[config.mk]
export PLATFORM = sky130hd
export DESIGN_NAME = swm_cell
export DESIGN_NICKNAME = d
export VERILOG_FILES = /design/src/sv/swm_pkg.sv /design/src/sv/swm_cell.sv
export SDC_FILE = /design/constraint.sdc
export NUM_CORES = 1
export LEC_CHECK = 0
export BUFFER_PORTS_ARGS = -buffer_cell sky130_fd_sc_hd__buf_2
export CORE_AREA = 2 2 92 94
export CTS_BUF_LIST = sky130_fd_sc_hd__clkbuf_8
export DETAILED_ROUTE_END_ITERATION = 7
export DIE_AREA = 0 0 94 96
export HOLD_SLACK_MARGIN = 0.02
export PLACE_DENSITY = 0.82
export RECOVER_POWER = 25
export SETUP_SLACK_MARGIN = 0.15
export SLEW_MARGIN = 15
export SYNTH_ARGS = -nofsm -noshare
export SYNTH_HDL_FRONTEND = slang
export SYNTH_SLANG_ARGS = --single-unit
export TNS_END_PERCENT = 10
[constraint.sdc]
create_clock -name i_clk -period 7.1 [get_ports i_clk]
set_clock_uncertainty 0.1 [all_clocks]
set_input_delay 0.71 -clock i_clk [delete_from_list [all_inputs] [get_ports i_clk]]
set_output_delay 0.71 -clock i_clk [all_outputs]
set_load 0.03 [all_outputs]
[src/sv/swm_pkg.sv]
// Package with constants, types and helpers of the sliding window median filter.
`default_nettype none

package swm_pkg;

    // Defaults for the top-level parameters.
    localparam int DEF_MAX_WINDOW   = 64;
    localparam int DEF_SAMPLE_WIDTH = 32;

    // Width of the window size write data and the window size after reset.
    localparam int CFG_WIDTH    = 7;
    localparam int RESET_WINDOW = 3;

    // Control broadcast from the top level to every cell.
    typedef struct packed {
        logic clear;   // drop all held samples
        logic load;    // a word is accepted: insert, and evict when full
        logic full;    // window is full, so the oldest sample leaves
    } t_cell_ctl;

    // Status a cell shows to its neighbors.
    typedef struct packed {
        logic valid;   // cell holds a sample
        logic gt;      // empty, or holds a sample greater than the new one
    } t_cell_stat;

    // Window size actually used: zero acts as one, large values saturate.
    function automatic int eff_window(logic [CFG_WIDTH-1:0] size, int max_w);
        int w;
        w = int'(size);
        if (w == 0) begin
            return 1;
        end
        if (w > max_w) begin
            return max_w;
        end
        return w;
    endfunction

endpackage

`default_nettype wire

[src/sv/swm_cell.sv]
// One cell of the sorted chain: holds a sample, its age and a valid flag.
`default_nettype none

module swm_cell #(
    parameter int SAMPLE_W = swm_pkg::DEF_SAMPLE_WIDTH,
    parameter int AGE_W    = 6
) (
    input  wire logic                i_clk,
    input  wire logic                i_rst_n,
    input  wire swm_pkg::t_cell_ctl  i_ctl,
    input  wire logic [SAMPLE_W-1:0] i_new_key,
    input  wire logic [AGE_W-1:0]    i_oldest_age,
    input  wire logic                i_pick,
    // Lower neighbor (smaller values).
    input  wire swm_pkg::t_cell_stat i_lo_stat,
    input  wire logic [SAMPLE_W-1:0] i_lo_key,
    input  wire logic [AGE_W-1:0]    i_lo_age,
    input  wire logic                i_del_below,
    // Upper neighbor (larger values).
    input  wire swm_pkg::t_cell_stat i_hi_stat,
    input  wire logic [SAMPLE_W-1:0] i_hi_key,
    input  wire logic [AGE_W-1:0]    i_hi_age,
    // Own state toward the neighbors.
    output swm_pkg::t_cell_stat      o_stat,
    output logic [SAMPLE_W-1:0]      o_key,
    output logic [AGE_W-1:0]         o_age,
    output logic                     o_del_upto,
    // Own sample when picked as the median, else zero.
    output logic [SAMPLE_W-1:0]      o_tap
);
    import swm_pkg::*;

    logic                r_valid;
    logic [SAMPLE_W-1:0] r_key;
    logic [AGE_W-1:0]    r_age;
    logic                n_valid;
    logic [SAMPLE_W-1:0] n_key;
    logic [AGE_W-1:0]    n_age;

    logic                own_gt;
    logic                del_here;
    t_cell_stat          here_stat;
    logic [SAMPLE_W-1:0] here_key;
    logic [AGE_W-1:0]    here_age;
    t_cell_stat          lo_stat;
    logic [SAMPLE_W-1:0] lo_key;
    logic [AGE_W-1:0]    lo_age;

    // Compare against the new sample and spot the sample that is leaving.
    assign own_gt     = !r_valid || ($signed(r_key) > $signed(i_new_key));
    assign del_here   = i_ctl.full && r_valid && (r_age == i_oldest_age);
    assign o_del_upto = i_del_below | del_here;

    assign o_stat = '{valid: r_valid, gt: own_gt};
    assign o_key  = r_key;
    assign o_age  = r_age;
    assign o_tap  = i_pick ? r_key : '0;

    // View of this place and the one below after the eviction has closed the gap.
    always_comb begin
        if (o_del_upto) begin
            here_stat = i_hi_stat;
            here_key  = i_hi_key;
            here_age  = i_hi_age;
        end else begin
            here_stat = o_stat;
            here_key  = r_key;
            here_age  = r_age;
        end
        if (i_del_below) begin
            lo_stat = o_stat;
            lo_key  = r_key;
            lo_age  = r_age;
        end else begin
            lo_stat = i_lo_stat;
            lo_key  = i_lo_key;
            lo_age  = i_lo_age;
        end
    end

    // Insert: shift up if the value below is larger, take the new sample at the
    // first place whose value is larger, otherwise keep the compacted value.
    always_comb begin
        if (lo_stat.gt) begin
            n_valid = lo_stat.valid;
            n_key   = lo_key;
            n_age   = lo_age + AGE_W'(1);
        end else if (here_stat.gt) begin
            n_valid = 1'b1;
            n_key   = i_new_key;
            n_age   = '0;
        end else begin
            n_valid = here_stat.valid;
            n_key   = here_key;
            n_age   = here_age + AGE_W'(1);
        end
    end

    // Valid flag is control state; key and age are payload.
    always_ff @(posedge i_clk) begin
        if (!i_rst_n || i_ctl.clear) begin
            r_valid <= 1'b0;
        end else if (i_ctl.load) begin
            r_valid <= n_valid;
        end
    end

    always_ff @(posedge i_clk) begin
        if (i_ctl.load) begin
            r_key <= n_key;
            r_age <= n_age;
        end
    end

endmodule

`default_nettype wire

==> reports/results.ini, run 1 <==
[outcome]
status = finished clean

[route]
drc = 0
dr.max_layer_used = met4
ant_nets = 0
drt_iter0_markers = 221
met3RoutedLength_um = 923
vias_per_cell = 5.586
wl_um = 11660
avgRoutedWirePerCell_um = 16.35
met2WireLength_um = 5905
met1Wirelength_um = 4734
drt_pass1_iterations = 5
vias = 3983

[synthesis]
synthTopCellsByArea = edfxtp_1 31%, ha_1 12%, a21oi_1 6.7%
avgSynthCellArea_sq_um = 8.492
yosys.area.top_type_share = 0.3111
yosysMostFrequentCell = a21oi_1
async_flop_share = 0
yosys_warnings = 0
syn_area_sq_um = 3669
ys.flop_type = edfxtp_1
syn_inst = 432
ys_ff_latch = 39
ys_top_cells_by_count = 49 x a21oi_1, 42 x o21ai_0, 41 x nand3_1
synth_top_area_cell = edfxtp_1
ys_seq_area_frac = 0.3165
synth_cell_types = 48
synth-edff-count = 38
syn_nets = 591

[sta]
worst_pin_slew_ps = 988.7
setup_slack_ps = 2752
report.final.setup_viol = 0
post-route-period-util = 0.6124
slew_headroom = 0.3409
hold_violations = 0
tns_ps = 0
maxSlewViolCount = 0
rsz0062_at_grt = no
min_period_ps = 4348
max_freq_mhz = 230.0

[pwr]
p_leak_nw = 2.181
net-switching-power_mw = 0.2884
swShare = 0.3894
combPwrFrac = 0.411
power-per-cell-area_nw_per_um2 = 156.8
ir_worst_vdd_v = 0.00006819
power.internal_mw = 0.4522
seqPwrFrac = 0.401
clock_power_share = 0.188

[run]
drv_cap = 0

[clock_tree]
cts_buffer_depth = 2
clkTransAtPathRegs_ps = 70
clock_latency_ps = 290
post_cts_buffers = 0
holdBufCountCts = 0
clock-sinks = 39
cts_root_buffer = clkbuf_8
cts_buffers = 5
cts_resized = 0
tritoncts = yes
htreeDepth = 2

[worst_setup_path]
cp_max_fo = 34
end_kind = flip-flop
worstSetupPathType = in -> reg
cp_data_required_time_ps = 7020
arrival_ps = 4260
setup.worst_path.start_class = primary input

[global_route]
grt_pass1_vias = 3680
grt_pass1_wl_um = 17190
gr-usage-all-layers = 0.2438
antenna_found_initial = 0
grt_max_degree = 35
grt-ovfl-total = 0

[floorplanning]
die_area_sq_um = 9024
initial_core_util = 0.4556
die_h_um = 96
placementRows = 33
ios = 198
die_w_um = 94
placeableCoreArea_sq_um = 8051

[layout]
utilization = 0.5865
antenna_cells = 0
syn_to_final_growth_pct = 28.72
seq_area_sq_um = 1161
finish.instance_area_sq_um = 4722
multi_input_area_sq_um = 2250
nNetsFinal = 768
fin_cells = 713
drive_gt1_frac = 0.3092
fillers = 769

[placement]
gp_congestion = 0.8090
dp_slack_ps = 2456
io_buffers = 197
dp.cells = 707
place_area_sq_um = 4681
dpl.hpwl_um = 8904

[min_path]
min_path_type = in -> reg

[cells in the final DEF (no fill, tap or decap), types with 15 or more instances in the layout]
master and n:
buf_2 165, a21oi_1 49, o21ai_0 41, nand3_1 41
edfxtp_1 38, inv_1 37, ha_1 34, a31oi_1 33
and2_1 33, clkbuf_1 32, nand2_1 15
[per-layer routing]
layer	vias up	global-route usage
met5	-	0
met3	10	0.02819
met2	197	0.4542
met4	0	0.05556
li1	1944	-
met1	1832	0.3021
[cell families after synthesis]
logic type,Yosys count,share of synthesized area
simple gates,116,0.1705
flops,39,0.3165
buf+inv,67,0.08253
compound gates,150,0.2469
fa+ha+maj,34,0.1160
mux,12,0.03411
xor+xnor,14,0.03342
[path summary, 6_finish.rpt]
check	slack [ps]	cells after the start	endpoint	from
max	2750	11	o_key[19]$_DFFE_PP_	i_new_key[5]
min	610	4	r_valid$_SDFFE_PP0P_	i_ctl[2]
max reg2reg	2870	9	o_key[19]$_DFFE_PP_	o_key[5]$_DFFE_PP_
min reg2reg	630	2	r_valid$_SDFFE_PP0P_	r_valid$_SDFFE_PP0P_
[area by class of cell]
cell class	instances	share of cell area
sequential	39	0.2459
multi-input combinational	326	0.4764
tap	105	0.02782
inverter	37	0.02941
clock buffer	5	0.01457
clock inverter	1	0.0007949
timing repair buffer	200	0.2051
[flip-flops by register name, summed over array words and instances, names as in the netlist]
signal   cells
o_key       32
o_age        6
r_valid      1
[power groups by stage]
stage | sequential (mW) | combinational (mW) | clock (mW)
3_3_place_gp | 0.300 | 0.297 | 0
5_1_grt | 0.299 | 0.333 | 0.148
3_5_place_dp | 0.301 | 0.306 | 0
6_report | 0.297 | 0.305 | 0.139
2_1_floorplan | 0.329 | 0.176 | 0
4_1_cts | 0.296 | 0.307 | 0.140
[worst max-delay path, cell delays in order]
cell and delay (ps):
buf_2 90, inv_1 40, ha_1 310, a21oi_1 160, o21ai_0 140, a221o_1 370
o311a_1 450, o211ai_4 800, and2_1 680, buf_4 370, a31oi_1 140
[metrics by stage]
step / power (mW) / hold slack (ps)
after floorplan: 0.5045 / 488.8
final: 0.7405 / 613.2
after CTS: 0.7433 / 601.7
after detailed placement: 0.6075 / 596.6
after global placement: 0.5977 / 553.6
after global routing: 0.7804 / 615.5
Note: power is estimated with default switching activity, not from simulation.
==> run 2: changes to the inputs <==
CORE_AREA = 2 2 97 99   (was 2 2 92 94)
DIE_AREA = 0 0 99 101   (was 0 0 94 96)
PLACE_DENSITY = 0.77   (was 0.82)
clock period = 3.7 ns   (was 7.1 ns; I/O delays follow)
==> reports/results.ini, run 2 (synthesized netlist as in run 1, its figures left out) <==
[outcome]
status = finished clean

[route]
vias = 4029
drt_pass1_iterations = 4
vias_per_cell = 5.542
ant_nets = 0
drc = 0
avgRoutedWirePerCell_um = 16.25
drt_iter0_markers = 132
wl_um = 11810

[global_route]
gr-usage-all-layers = 0.2298
antenna_found_initial = 0
grt-ovfl-total = 0
grt_max_degree = 34
grt_pass1_wl_um = 18240
grt_pass1_vias = 3824

[sta]
rsz0062_at_grt = no
maxSlewViolCount = 0
worst_pin_slew_ps = 757.3
slew_headroom = 0.4932
report.final.setup_viol = 0
max_freq_mhz = 314.8
tns_ps = 0
min_period_ps = 3177
post-route-period-util = 0.8586
hold_violations = 0

[clock_tree]
clock-sinks = 39
clock_latency_ps = 300
cts_resized = 0
clkTransAtPathRegs_ps = 90
cts_root_buffer = clkbuf_8
htreeDepth = 2
cts_buffer_depth = 2
holdBufCountCts = 0
post_cts_buffers = 0
tritoncts = yes
cts_buffers = 5

[worst_setup_path]
cp_data_required_time_ps = 3740
critPathTopFamily = compound AO/OA/AOI/OAI gates
worstSetupPathType = reg -> reg
end_kind = flip-flop
cp_max_fo = 32
worstPathCellList = ha_1 -> nand4_1 -> nor4_1 -> a21boi_1 -> o311a_1 -> o211a_2 -> o21ai_0 -> a31oi_1
arrival_ps = 3210
critPathSlowestCell = o211a_2
slowest_delay_ps = 640
setup.worst_path.start_class = flip-flop
path_buf_inv = 0

[layout]
layout_commonest_cell = buf_2
layout_common_cells = 165 x buf_2, 49 x a21oi_1, 41 x o21ai_0, 41 x nand3_1, 38 x edfxtp_1
fillers = 902
drive_gt1_frac = 0.3198
syn_to_final_growth_pct = 32.33
nNetsFinal = 774
antenna_cells = 0
largest_reg_flops = 32

[floorplanning]
initial_core_util = 0.4086
placeableCoreArea_sq_um = 8977
die_area_sq_um = 9999
ios = 198
die_h_um = 101
die_w_um = 99
placementRows = 35

[min_path]
min_path_type = in -> reg

[pwr]
ir_worst_vdd_v = 0.0001448
power_mw = 1.533
power-per-cell-area_nw_per_um2 = 315.7
p_leak_nw = 2.228

[placement]
io_buffers = 197
gp_congestion = 0.8392
dpl.hpwl_um = 8851

[run]
drv_cap = 0

-- run 2: changes by cell type in the layout (fill, tap and decap cells not counted), sizes merged --
cell | previous run | this run
clkinv | 0 | 2
bufinv | 0 | 1
buf | 168 | 174
inv | 38 | 37
-- run 2: per-stage QoR --
stage	utilization	hold WS, ps	instance area, sq um	worst slack (ps)	instances
floorplan	-	382.5	3694	156.9	432
global placement	0.5324	543.0	4780	420.8	719
detailed placement	0.5324	556.3	4780	267.2	719
CTS	0.5444	236.6	4887	289.5	727
global route	0.5408	254.6	4855	286.0	727
finish	0.5408	242.8	4855	523.3	727
-- run 2: layout make-up --
cell class | count | area [sq um] | share of cell area
Clock buffer | 5 | 68.82 | 0.01418
Clock inverter | 3 | 38.79 | 0.007990
Inverter | 37 | 138.9 | 0.02861
Multi-Input combinational cell | 326 | 2270 | 0.4675
Sequential cell | 39 | 1161 | 0.2392
Tap cell | 111 | 138.9 | 0.02861
Timing Repair Buffer | 206 | 1039 | 0.2139
-- run 2: final timing paths --
| check | startpoint | endpoint | slack (ps) | depth (start not counted) |
|---|---|---|---|---|
| max | o_key[13]$_DFFE_PP_ | o_key[15]$_DFFE_PP_ | 520 | 8 |
| min reg2reg | r_valid$_SDFFE_PP0P_ | r_valid$_SDFFE_PP0P_ | 640 | 2 |
| min | i_ctl[2] | r_valid$_SDFFE_PP0P_ | 240 | 4 |
| max reg2reg | o_key[13]$_DFFE_PP_ | o_key[15]$_DFFE_PP_ | 520 | 8 |
-- run 2: tightest hold or removal path, cell delays in order --
cell and delay, ps:
buf_2 70, nor2b_1 40, o21ai_0 80, a21oi_1 40
-- run 2: metal layers --
layer,track usage,share of wire,vias to the layer above
met5,0,0,-
met4,0.07060,0.017,0
met2,0.4158,0.51,150
met1,0.2756,0.41,1906
met3,0.04369,0.065,16
li1,-,-,1957
-- run 2: power breakdown --
group	switching, mW	internal, mW
Combinational	0.380	0.222
Sequential	0.0353	0.534
Clock	0.165	0.198
Total	0.580	0.953
